## src/design/m4inv_pkg.sv

```systemverilog
// ---------------------------------------------------------------------------
// m4inv_pkg - shared types and tables for the 4x4 matrix inverter
// Sequencer states, phases and the cofactor index tables.
// ---------------------------------------------------------------------------
package m4inv_pkg;

  typedef enum logic [12:0] {
    ST_IDLE = 13'b0000000000001,
    ST_RD0  = 13'b0000000000010,
    ST_RD1  = 13'b0000000000100,
    ST_RD2  = 13'b0000000001000,
    ST_MUL  = 13'b0000000010000,
    ST_ACC  = 13'b0000000100000,
    ST_NEXT = 13'b0000001000000,
    ST_DABS = 13'b0000010000000,
    ST_NABS = 13'b0000100000000,
    ST_DIV  = 13'b0001000000000,
    ST_FIN  = 13'b0010000000000,
    ST_SRD  = 13'b0100000000000,
    ST_SOUT = 13'b1000000000000
  } state_t;

  typedef enum logic [2:0] {
    PH_SUB = 3'b001,
    PH_DET = 3'b010,
    PH_ADJ = 3'b100
  } phase_t;

  localparam int unsigned LAST_POS  = 15;
  localparam int unsigned SUB_TERMS = 24;
  localparam int unsigned DET_TERMS = 6;
  localparam int unsigned ADJ_TERMS = 3;

  // sub-determinant k = e[a]*e[b] - e[c]*e[d]
  localparam logic [3:0] SUB_TAB [12][4] = '{
    '{4'd0, 4'd5, 4'd1, 4'd4}, '{4'd0, 4'd6, 4'd2, 4'd4},
    '{4'd0, 4'd7, 4'd3, 4'd4}, '{4'd1, 4'd6, 4'd2, 4'd5},
    '{4'd1, 4'd7, 4'd3, 4'd5}, '{4'd2, 4'd7, 4'd3, 4'd6},
    '{4'd8, 4'd13, 4'd9, 4'd12}, '{4'd8, 4'd14, 4'd10, 4'd12},
    '{4'd8, 4'd15, 4'd11, 4'd12}, '{4'd9, 4'd14, 4'd10, 4'd13},
    '{4'd9, 4'd15, 4'd11, 4'd13}, '{4'd10, 4'd15, 4'd11, 4'd14}
  };

  // determinant = sum of +/- s[a]*s[b]
  localparam logic [3:0] DET_A   [6] = '{4'd0, 4'd1, 4'd2, 4'd3, 4'd5, 4'd4};
  localparam logic [3:0] DET_B   [6] = '{4'd11, 4'd10, 4'd9, 4'd8, 4'd6, 4'd7};
  localparam logic       DET_NEG [6] = '{1'b0, 1'b1, 1'b0, 1'b0, 1'b0, 1'b1};

  // adjugate k = +e*s - e*s + e*s, negated where ADJ_NEG[k] is set; pairs (e index, s index)
  localparam logic [3:0] ADJ_TAB [16][6] = '{
    '{4'd5, 4'd11, 4'd6, 4'd10, 4'd7, 4'd9},  '{4'd1, 4'd11, 4'd2, 4'd10, 4'd3, 4'd9},
    '{4'd13, 4'd5, 4'd14, 4'd4, 4'd15, 4'd3}, '{4'd9, 4'd5, 4'd10, 4'd4, 4'd11, 4'd3},
    '{4'd4, 4'd11, 4'd6, 4'd8, 4'd7, 4'd7},   '{4'd0, 4'd11, 4'd2, 4'd8, 4'd3, 4'd7},
    '{4'd12, 4'd5, 4'd14, 4'd2, 4'd15, 4'd1}, '{4'd8, 4'd5, 4'd10, 4'd2, 4'd11, 4'd1},
    '{4'd4, 4'd10, 4'd5, 4'd8, 4'd7, 4'd6},   '{4'd0, 4'd10, 4'd1, 4'd8, 4'd3, 4'd6},
    '{4'd12, 4'd4, 4'd13, 4'd2, 4'd15, 4'd0}, '{4'd8, 4'd4, 4'd9, 4'd2, 4'd11, 4'd0},
    '{4'd4, 4'd9, 4'd5, 4'd7, 4'd6, 4'd6},    '{4'd0, 4'd9, 4'd1, 4'd7, 4'd2, 4'd6},
    '{4'd12, 4'd3, 4'd13, 4'd1, 4'd14, 4'd0}, '{4'd8, 4'd3, 4'd9, 4'd1, 4'd10, 4'd0}
  };
  localparam logic ADJ_NEG [16] = '{
    1'b0, 1'b1, 1'b0, 1'b1, 1'b1, 1'b0, 1'b1, 1'b0,
    1'b0, 1'b1, 1'b0, 1'b1, 1'b1, 1'b0, 1'b1, 1'b0
  };

endpackage

```

## src/design/matrix4x4_invert.sv

```systemverilog
// ---------------------------------------------------------------------------
// matrix4x4_invert - 4x4 fixed-point matrix inverse, cofactor method
// Loads 16 column-major elements; position 15 starts the inversion and
// 16 result items follow, in position order.
// ---------------------------------------------------------------------------
// channel | dir | handshake        | contents
// in_     | in  | tvalid / tready  | tdata: element value, element position
// out_    | out | tvalid / tready  | tdata: value, position; tuser: flags;
//         |     |                  | tlast: sixteenth result
//
// Elements load one per cycle while idle. An inversion runs on one shared
// adder: products are shift-add, MSB first, one multiplier bit per cycle,
// and the quotient is restoring division, one bit per cycle. A singular
// matrix ends after the determinant and returns the stored elements, each
// read in ST_SRD and sent in ST_SOUT. in_tready is low for the whole run; a
// stalled out_tready holds the sequencer at the result being emitted.
// Reset clears control only.
// ---------------------------------------------------------------------------
module matrix4x4_invert
  import m4inv_pkg::*;
#(
  parameter int DATA_WIDTH = 32,
  parameter int FRAC_BITS  = 16
) (
  input  logic clk,
  input  logic rst_n,
  input  logic in_tvalid,
  output logic in_tready,
  // [DATA_WIDTH-1:0] element_value, [DATA_WIDTH+3:DATA_WIDTH] element_position
  input  logic [((DATA_WIDTH+4+7)/8)*8-1:0] in_tdata,
  output logic out_tvalid,
  input  logic out_tready,
  // [DATA_WIDTH-1:0] result_value, [DATA_WIDTH+3:DATA_WIDTH] result_position
  output logic [((DATA_WIDTH+4+7)/8)*8-1:0] out_tdata,
  // [0] is_singular, [1] saturated
  output logic [1:0] out_tuser,
  output logic out_tlast
);

  localparam int W   = DATA_WIDTH;
  localparam int TDW = ((DATA_WIDTH + 4 + 7) / 8) * 8;
  localparam int MW  = 2 * W + 1;           // sub-determinant width
  localparam int AW  = 4 * W + 4;           // accumulator / remainder width
  localparam int NA  = 3 * W + 3;           // adjugate magnitude width
  localparam int NB  = NA + 2 * FRAC_BITS;  // dividend width
  localparam int MCW = $clog2(MW);
  localparam int DCW = $clog2(NB);

  state_t state_r, state_nxt;
  phase_t ph_r, ph_nxt;
  logic [4:0]     tcnt_r, tcnt_nxt;
  logic [3:0]     k_r, k_nxt;
  logic [MCW-1:0] mcnt_r, mcnt_nxt;
  logic [DCW-1:0] dcnt_r, dcnt_nxt;
  logic [MW-1:0]  m_r, m_nxt;
  logic [AW-1:0]  b_r, b_nxt, p_r, p_nxt, t_r, t_nxt, d_r, d_nxt, rem_r, rem_nxt;
  logic           dneg_r, dneg_nxt, qneg_r, qneg_nxt, over_r, over_nxt;
  logic [NB-1:0]  n_r, n_nxt;
  logic [W-1:0]   q_r, q_nxt;
  logic           out_valid_r, out_valid_nxt;
  logic [W-1:0]   out_value_r, out_value_nxt;
  logic [3:0]     out_pos_r, out_pos_nxt;
  logic           out_sing_r, out_sing_nxt, out_sat_r, out_sat_nxt;
  logic           out_last_r, out_last_nxt;

  // memories
  logic         in_acc;
  logic [3:0]   e_raddr, s_raddr, s_waddr;
  logic [W-1:0] e_rdata;
  logic [MW-1:0] s_rdata;
  logic         s_we;

  assign in_tready = (state_r == ST_IDLE);
  assign in_acc    = in_tvalid && in_tready;

  m4inv_ram #(.WIDTH(W), .DEPTH(16)) u_e_ram (
    .clk(clk), .we(in_acc), .waddr(in_tdata[W+3:W]), .wdata(in_tdata[W-1:0]),
    .raddr(e_raddr), .rdata(e_rdata)
  );

  m4inv_ram #(.WIDTH(MW), .DEPTH(12)) u_s_ram (
    .clk(clk), .we(s_we), .waddr(s_waddr), .wdata(t_r[MW-1:0]),
    .raddr(s_raddr), .rdata(s_rdata)
  );

  // term decode
  logic [3:0]     x_addr, y_addr;
  logic           term_neg;
  logic [MCW-1:0] nb_m1;
  logic           m_bit, m_first;
  always_comb begin
    x_addr   = 4'd0;
    y_addr   = 4'd0;
    term_neg = 1'b0;
    nb_m1    = MCW'(W - 1);
    unique case (ph_r)
      PH_SUB: begin
        x_addr   = SUB_TAB[tcnt_r[4:1]][{tcnt_r[0], 1'b0}];
        y_addr   = SUB_TAB[tcnt_r[4:1]][{tcnt_r[0], 1'b1}];
        term_neg = tcnt_r[0];
      end
      PH_DET: begin
        x_addr   = DET_A[tcnt_r[2:0]];
        y_addr   = DET_B[tcnt_r[2:0]];
        term_neg = DET_NEG[tcnt_r[2:0]];
        nb_m1    = MCW'(MW - 1);
      end
      PH_ADJ: begin
        x_addr   = ADJ_TAB[k_r][{tcnt_r[1:0], 1'b0}];
        y_addr   = ADJ_TAB[k_r][{tcnt_r[1:0], 1'b1}];
        term_neg = (tcnt_r[1:0] == 2'd1) ^ ADJ_NEG[k_r];
      end
      default: ;
    endcase
  end

  assign m_bit   = m_r[mcnt_r];
  assign m_first = (mcnt_r == nb_m1);

  // the shared adder
  logic [AW-1:0] add_a, add_b, rem_sh;
  logic          add_sub;
  logic [AW:0]   sum;
  assign rem_sh = {rem_r[AW-2:0], n_r[NB-1]};

  always_comb begin
    add_a   = t_r;
    add_b   = p_r;
    add_sub = term_neg;
    unique case (state_r)
      ST_MUL: begin
        add_a   = {p_r[AW-2:0], 1'b0};
        add_b   = m_bit ? b_r : '0;
        add_sub = m_bit && m_first;
      end
      ST_DABS, ST_NABS: begin
        add_a   = '0;
        add_b   = t_r;
        add_sub = 1'b1;
      end
      ST_DIV: begin
        add_a   = rem_sh;
        add_b   = d_r;
        add_sub = 1'b1;
      end
      default: ;
    endcase
    sum = {1'b0, add_a} + {1'b0, (add_sub ? ~add_b : add_b)} + {{AW{1'b0}}, add_sub};
  end

  // quotient finish
  logic          out_free, fin_sat;
  logic [W-1:0]  fin_val;
  assign out_free = !out_valid_r || out_tready;
  always_comb begin
    fin_sat = over_r || (qneg_r ? (q_r > {1'b1, {(W-1){1'b0}}}) : q_r[W-1]);
    fin_val = qneg_r ? (~q_r + {{(W-1){1'b0}}, 1'b1}) : q_r;
    if (fin_sat) begin
      fin_val = {qneg_r, {(W-1){~qneg_r}}};
    end
  end

  // sequencer
  always_comb begin
    state_nxt = state_r;  ph_nxt = ph_r;  tcnt_nxt = tcnt_r;  k_nxt = k_r;
    mcnt_nxt = mcnt_r;  dcnt_nxt = dcnt_r;  m_nxt = m_r;  b_nxt = b_r;
    p_nxt = p_r;  t_nxt = t_r;  d_nxt = d_r;  rem_nxt = rem_r;
    dneg_nxt = dneg_r;  qneg_nxt = qneg_r;  over_nxt = over_r;
    n_nxt = n_r;  q_nxt = q_r;
    out_valid_nxt = out_valid_r && !out_tready;
    out_value_nxt = out_value_r;  out_pos_nxt = out_pos_r;
    out_sing_nxt = out_sing_r;  out_sat_nxt = out_sat_r;  out_last_nxt = out_last_r;
    e_raddr = k_r;
    s_raddr = 4'd0;
    s_we    = 1'b0;
    s_waddr = {1'b0, tcnt_r[4:2]} + {1'b0, tcnt_r[4:2]} + {3'b0, tcnt_r[1]};

    unique case (state_r)
      ST_IDLE: begin
        if (in_acc && (in_tdata[W+3:W] == 4'(LAST_POS))) begin
          ph_nxt    = PH_SUB;
          tcnt_nxt  = '0;
          t_nxt     = '0;
          state_nxt = ST_RD0;
        end
      end
      ST_RD0: begin
        e_raddr   = x_addr;
        s_raddr   = x_addr;
        state_nxt = ST_RD1;
      end
      ST_RD1: begin
        e_raddr   = y_addr;
        s_raddr   = y_addr;
        m_nxt     = (ph_r == PH_DET) ? s_rdata : {{(MW-W){e_rdata[W-1]}}, e_rdata};
        state_nxt = ST_RD2;
      end
      ST_RD2: begin
        b_nxt     = (ph_r == PH_SUB) ? {{(AW-W){e_rdata[W-1]}}, e_rdata}
                                     : {{(AW-MW){s_rdata[MW-1]}}, s_rdata};
        p_nxt     = '0;
        mcnt_nxt  = nb_m1;
        state_nxt = ST_MUL;
      end
      ST_MUL: begin
        p_nxt    = sum[AW-1:0];
        mcnt_nxt = mcnt_r - 1'b1;
        if (mcnt_r == '0) begin
          state_nxt = ST_ACC;
        end
      end
      ST_ACC: begin
        t_nxt     = sum[AW-1:0];
        state_nxt = ST_NEXT;
      end
      ST_NEXT: begin
        state_nxt = ST_RD0;
        tcnt_nxt  = tcnt_r + 1'b1;
        unique case (ph_r)
          PH_SUB: begin
            if (tcnt_r[0]) begin
              s_we  = 1'b1;
              t_nxt = '0;
            end
            if (tcnt_r == 5'(SUB_TERMS - 1)) begin
              ph_nxt   = PH_DET;
              tcnt_nxt = '0;
            end
          end
          PH_DET: begin
            if (tcnt_r == 5'(DET_TERMS - 1)) begin
              state_nxt = ST_DABS;
            end
          end
          PH_ADJ: begin
            if (tcnt_r == 5'(ADJ_TERMS - 1)) begin
              state_nxt = ST_NABS;
            end
          end
          default: ;
        endcase
      end
      ST_DABS: begin
        k_nxt = '0;
        if (t_r == '0) begin
          state_nxt = ST_SRD;
        end else begin
          dneg_nxt  = t_r[AW-1];
          d_nxt     = t_r[AW-1] ? sum[AW-1:0] : t_r;
          ph_nxt    = PH_ADJ;
          tcnt_nxt  = '0;
          t_nxt     = '0;
          state_nxt = ST_RD0;
        end
      end
      ST_NABS: begin
        qneg_nxt  = t_r[AW-1] ^ dneg_r;
        n_nxt     = {(t_r[AW-1] ? sum[NA-1:0] : t_r[NA-1:0]), {(2*FRAC_BITS){1'b0}}};
        rem_nxt   = '0;
        q_nxt     = '0;
        over_nxt  = 1'b0;
        dcnt_nxt  = DCW'(NB - 1);
        state_nxt = ST_DIV;
      end
      ST_DIV: begin
        rem_nxt  = sum[AW] ? sum[AW-1:0] : rem_sh;
        n_nxt    = {n_r[NB-2:0], 1'b0};
        q_nxt    = {q_r[W-2:0], sum[AW]};
        over_nxt = over_r || q_r[W-1];
        dcnt_nxt = dcnt_r - 1'b1;
        if (dcnt_r == '0) begin
          state_nxt = ST_FIN;
        end
      end
      ST_FIN: begin
        if (out_free) begin
          out_valid_nxt = 1'b1;
          out_value_nxt = fin_val;
          out_pos_nxt   = k_r;
          out_sing_nxt  = 1'b0;
          out_sat_nxt   = fin_sat;
          out_last_nxt  = (k_r == 4'(LAST_POS));
          k_nxt         = k_r + 1'b1;
          tcnt_nxt      = '0;
          t_nxt         = '0;
          state_nxt     = (k_r == 4'(LAST_POS)) ? ST_IDLE : ST_RD0;
        end
      end
      ST_SRD: begin
        state_nxt = ST_SOUT;
      end
      ST_SOUT: begin
        if (out_free) begin
          out_valid_nxt = 1'b1;
          out_value_nxt = e_rdata;
          out_pos_nxt   = k_r;
          out_sing_nxt  = 1'b1;
          out_sat_nxt   = 1'b0;
          out_last_nxt  = (k_r == 4'(LAST_POS));
          k_nxt         = k_r + 1'b1;
          state_nxt     = (k_r == 4'(LAST_POS)) ? ST_IDLE : ST_SRD;
        end
      end
      default: begin
        state_nxt = ST_IDLE;
      end
    endcase
  end

  always_ff @(posedge clk) begin
    if (!rst_n) begin
      state_r     <= ST_IDLE;
      ph_r        <= PH_SUB;
      out_valid_r <= 1'b0;
    end else begin
      state_r     <= state_nxt;
      ph_r        <= ph_nxt;
      out_valid_r <= out_valid_nxt;
    end
  end

  always_ff @(posedge clk) begin
    tcnt_r <= tcnt_nxt;  k_r <= k_nxt;  mcnt_r <= mcnt_nxt;  dcnt_r <= dcnt_nxt;
    m_r <= m_nxt;  b_r <= b_nxt;  p_r <= p_nxt;  t_r <= t_nxt;  d_r <= d_nxt;
    rem_r <= rem_nxt;  dneg_r <= dneg_nxt;  qneg_r <= qneg_nxt;  over_r <= over_nxt;
    n_r <= n_nxt;  q_r <= q_nxt;
    out_value_r <= out_value_nxt;  out_pos_r <= out_pos_nxt;
    out_sing_r <= out_sing_nxt;  out_sat_r <= out_sat_nxt;  out_last_r <= out_last_nxt;
  end

  assign out_tvalid = out_valid_r;
  assign out_tdata  = {{(TDW-W-4){1'b0}}, out_pos_r, out_value_r};
  assign out_tuser  = {out_sat_r, out_sing_r};
  assign out_tlast  = out_last_r;

`ifndef SYNTHESIS
  a_div_nonzero: assert property (@(posedge clk) disable iff (!rst_n)
    (state_r == ST_DIV) |-> (d_r != '0))
    else $error("division started with zero divisor");

  a_sing_no_sat: assert property (@(posedge clk) disable iff (!rst_n)
    out_valid_r |-> !(out_sing_r && out_sat_r))
    else $error("singular result flagged saturated");

  a_start_busy: assert property (@(posedge clk) disable iff (!rst_n)
    (in_acc && (in_tdata[W+3:W] == 4'(LAST_POS))) |=> !in_tready)
    else $error("input still ready after start of inversion");
`endif

endmodule

```

## src/design/m4inv_ram.sv

```systemverilog
// ---------------------------------------------------------------------------
// m4inv_ram - generic simple dual-port RAM
// One write port, one read port, registered read data.
// ---------------------------------------------------------------------------
module m4inv_ram #(
  parameter int WIDTH = 32,
  parameter int DEPTH = 16
) (
  input  logic                     clk,
  input  logic                     we,
  input  logic [$clog2(DEPTH)-1:0] waddr,
  input  logic [WIDTH-1:0]         wdata,
  input  logic [$clog2(DEPTH)-1:0] raddr,
  output logic [WIDTH-1:0]         rdata
);

  logic [WIDTH-1:0] mem [DEPTH];

  always_ff @(posedge clk) begin
    if (we) begin
      mem[waddr] <= wdata;
    end
    rdata <= mem[raddr];
  end

endmodule

```

## config.mk

```make
export PLATFORM = sky130hd
export DESIGN_NAME = matrix4x4_invert
export DESIGN_NICKNAME = d
export VERILOG_FILES = /design/src/design/m4inv_pkg.sv /design/src/design/matrix4x4_invert.sv /design/src/design/m4inv_ram.sv
export SDC_FILE = /design/constraint.sdc
export NUM_CORES = 2
export LEC_CHECK = 0
export ABC_AREA = 1
export BUFFER_PORTS_ARGS = -buffer_cell sky130_fd_sc_hd__buf_2
export CORE_ASPECT_RATIO = 1.25
export CORE_MARGIN = 5
export CORE_UTILIZATION = 35
export CTS_CLUSTER_DIAMETER = 30
export DETAILED_ROUTE_END_ITERATION = 7
export SLEW_MARGIN = 20
export SYNTH_ARGS = -nofsm -noshare
export SYNTH_HDL_FRONTEND = slang
export SYNTH_SLANG_ARGS = --single-unit
```

## constraint.sdc

```tcl
create_clock -name clk -period 22.7 [get_ports clk]
set_input_delay 4.54 -clock clk [delete_from_list [all_inputs] [get_ports clk]]
set_output_delay 4.54 -clock clk [all_outputs]
set_load 0.05 [all_outputs]
```

==> results_dict.tcl <==
set metrics [dict create \
    vias 80132 \
    grt_usage 0.2046 \
    drcViolationCount 0 \
    p_total_mw 17.37 \
    die_h_um 631.0 \
    r2r_slack_ps 12410 \
    rsz0062_at_grt "false" \
    cap_violations 0 \
    cts.sinks 2260 \
    p_per_area_mw_per_mm2 137.4 \
    hold_class "register to register" \
    worstRegToRegCells 34 \
    fmax_ghz 0.09717 \
    layout_commonest_cell "edfxtp_1" \
    die_area_mm2 0.3198 \
    worstMarginPinSlew_ps 1173 \
    cp.arrival_ps 10920 \
    critPathKind "register to register" \
    viasPerCell 5.409 \
    crit_top_cell "nand2_1" \
    synthArstFlopShare 0 \
    yosysUniqueCellTypes 66 \
    layout_common_cells "edfxtp_1 (2146), nand2_1 (1575), nor2_1 (1158), inv_1 (1117), o21ai_0 (656)" \
    ys.flop_type "edfxtp_1" \
    cts_max_level 5 \
    worstPathRequired_ps 23320 \
    worstSetupEndpointType "register" \
    portBuffers 80 \
    wire_per_inst_um 22.99 \
    peakVddDrop_mv 0.1960 \
    yosysSeqAreaShare 0.6180 \
    leakagePower_nw 47.11 \
    ys_warn_count 0 \
    clkLatencyLatePin_ps 900 \
    synth_seq_cells 2260 \
    clkTransAtPathRegs_ps 50 \
    cpPeakStageDelay_ps 1020 \
    first_global_vias 80053 \
    hold_buffers 0 \
    final_cell_area_mm2 0.1264 \
    crit_fanout 67 \
    start_util 0.3508 \
    grt_max_degree 238 \
    clock-root-buffer "clkbuf_16" \
    maxSlewViolCount 0 \
    clock_skew_ps 68.63 \
    dp_hpwl_um 218800 \
    crit_end "rem_r[128]" \
    fin_nets 10634 \
    hold_viol_final 0 \
    grt_overflow 0 \
    core_mm2 0.3078 \
    final_util 0.4105 \
    fp.dieW_um 506.8 \
    setup_violations 0 \
    grt_pass1_wl_um 503200 \
    drive_gt1_frac 0.1216 \
    placed_cell_area_mm2 0.1127 \
    numCtsBuffers 397 \
    place.gp.congestion 0.9913 \
    timing.final.crit_share 0.4534 \
    dr.first_iter.drc_count 7474 \
    nFillCells 28731 \
    timing.slew.headroom 0.2099 \
    postCtsSetupBuffers 0 \
    r2r_start "mcnt_r[2]" \
    fin_crit_ps 10290 \
    drt-total-wl_um 340600 \
    area_delta_synth_final_pct 17.04 \
    tritoncts "yes" \
    hold_start "n_r[56]" \
    crit_path_start "mcnt_r[2]" \
    rows 228 \
    syn_area_per_cell_um2 10.41 \
    cts_resized 0 \
    antenna_left 0 \
    fin_tns_setup_ps 0 \
    netlist_area_mm2 0.1080 \
    firstDrtPassIters 8 \
    netlist_instances 10369 \
    synth_edf_count 2146 \
    cts_buffer_depth 4 \
    rr_endpoint "rem_r[128]" \
    cp-start-kind "register" \
    antenna_found_initial 23 \
    io_pins 89 \
    cp_slowest_cell "o21ai_0" \
    status "finished, final reports clean" \
]
## metal layers
layer | up-vias | track usage | part of all wire
met1 | 39549 | 0.2452 | 0.38
met2 | 3179 | 0.3543 | 0.49
li1 | 36544 | - | -
met5 | - | 0 | 0.00023
met3 | 848 | 0.03169 | 0.067
met4 | 12 | 0.1082 | 0.056
## flip-flops by register name (all words and copies together) (netlist names), 3 cells and up
| signal | count |
|---|---|
| q_r | 32 |
| u_e_ram.rdata | 32 |
| mcnt_r | 7 |
| d_r | 132 |
| out_value_r | 32 |
| k_r | 4 |
| state_r | 13 |
| p_r | 132 |
| u_s_ram.mem | 780 |
| tcnt_r | 5 |
| n_r | 99 |
| m_r | 65 |
| u_s_ram.rdata | 65 |
| t_r | 132 |
| ph_r | 3 |
| dcnt_r | 8 |
| out_pos_r | 4 |
| u_e_ram.mem | 512 |
| rem_r | 131 |
| b_r | 65 |
## worst min path at each step
stage                               to  slack [ps]  depth (start not counted)
final                          n_r[57]         510                          2
after floorplan           out_pos_r[3]         440                          0
after global placement         ph_r[1]         480                          2
after global routing           n_r[57]         520                          2
after detailed placement       ph_r[1]         500                          2
after CTS                      n_r[43]         510                          2
## final cells by class
cell class	instances	area [µm²]	share of cell area
Sequential cell	2260	66720	0.5280
Multi-Input combinational cell	6429	35170	0.2783
Clock buffer	457	10410	0.08235
Tap cell	4025	5036	0.03985
Inverter	1140	4312	0.03412
Clock inverter	282	3224	0.02552
Timing Repair Buffer	211	1470	0.01163
Antenna cell	10	25.02	0.0001980
## synth_stat cells (all sizes together), types with 3 or more instances
library cell / n / area [µm²]
xor2: 145 / 1270
edfxtp: 2146 / 64440
a21boi: 7 / 52.55
a221oi: 11 / 96.34
ha: 150 / 1877
or2: 203 / 1270
o21ai: 691 / 3458
nand2: 1594 / 6016
o211ai: 348 / 2613
and3: 3 / 18.77
o22ai: 4 / 25.02
o21bai: 7 / 52.55
a221o: 28 / 280.3
mux2: 130 / 1464
o21a: 35 / 262.8
clkinv: 6 / 22.52
clkbuf: 380 / 1426
buf: 163 / 779.5
nor2: 1196 / 4536
inv: 1134 / 4259
dfxtp: 114 / 2282
a211oi: 60 / 450.4
a22oi: 81 / 608.1
a21oi: 611 / 3062
o31ai: 205 / 1539
a31oi: 58 / 362.9
nand3: 458 / 2302
and2: 15 / 96.34
nand4: 32 / 200.2
o2111ai: 4 / 35.03
a22o: 65 / 569.3
o221ai: 20 / 175.2
o311ai: 28 / 245.2
nor4: 39 / 244.0
xnor2: 131 / 1155
nor3: 52 / 281.5
## cells by family (layout without fill, tap and decap cells)
| group | count (synthesis) | after routing | synth area share |
|---|---|---|---|
| AOI/OAI and AO/OA | 2272 | 2272 | 0.1294 |
| xor gates and xnor gates | 276 | 276 | 0.02246 |
| adders and majority gates | 151 | 151 | 0.01757 |
| buffers and inverters | 1683 | 2090 | 0.06009 |
| DFF | 2260 | 2260 | 0.6180 |
| muxes | 130 | 130 | 0.01356 |
| other | 1 | 14 | 0.00003473 |
| and+or+nand+nor | 3596 | 3596 | 0.1389 |
## through the flow
step           instances  hold WS, ps  setup slack, ps
2_1_floorplan      10372        444.2             5508
3_3_place_gp       14064        480.9            12720
4_1_cts            14803        506.8            12670
6_report           14814        507.0            12410
3_5_place_dp       14064        501.3            12750
5_1_grt            14807        521.0            12310
## worst max-delay path: cells and delay by family (launching register included)
| kind | cells | cell delay [ps] |
|---|---|---|
| compound gates | 7 | 4610 |
| xor+xnor | 2 | 480 |
| fa+ha+maj | 1 | 400 |
| buf+inv | 5 | 1600 |
| flops | 1 | 370 |
| simple gates | 19 | 2470 |
## power by group
| part | switching, mW | internal [mW] | leakage [nW] |
|---|---|---|---|
| clock network | 2.15 | 3.86 | 6.51 |
| logic | 4.19 | 1.55 | 20.0 |
| registers | 0.422 | 5.20 | 20.6 |
Power figures use the tool's default switching activity.
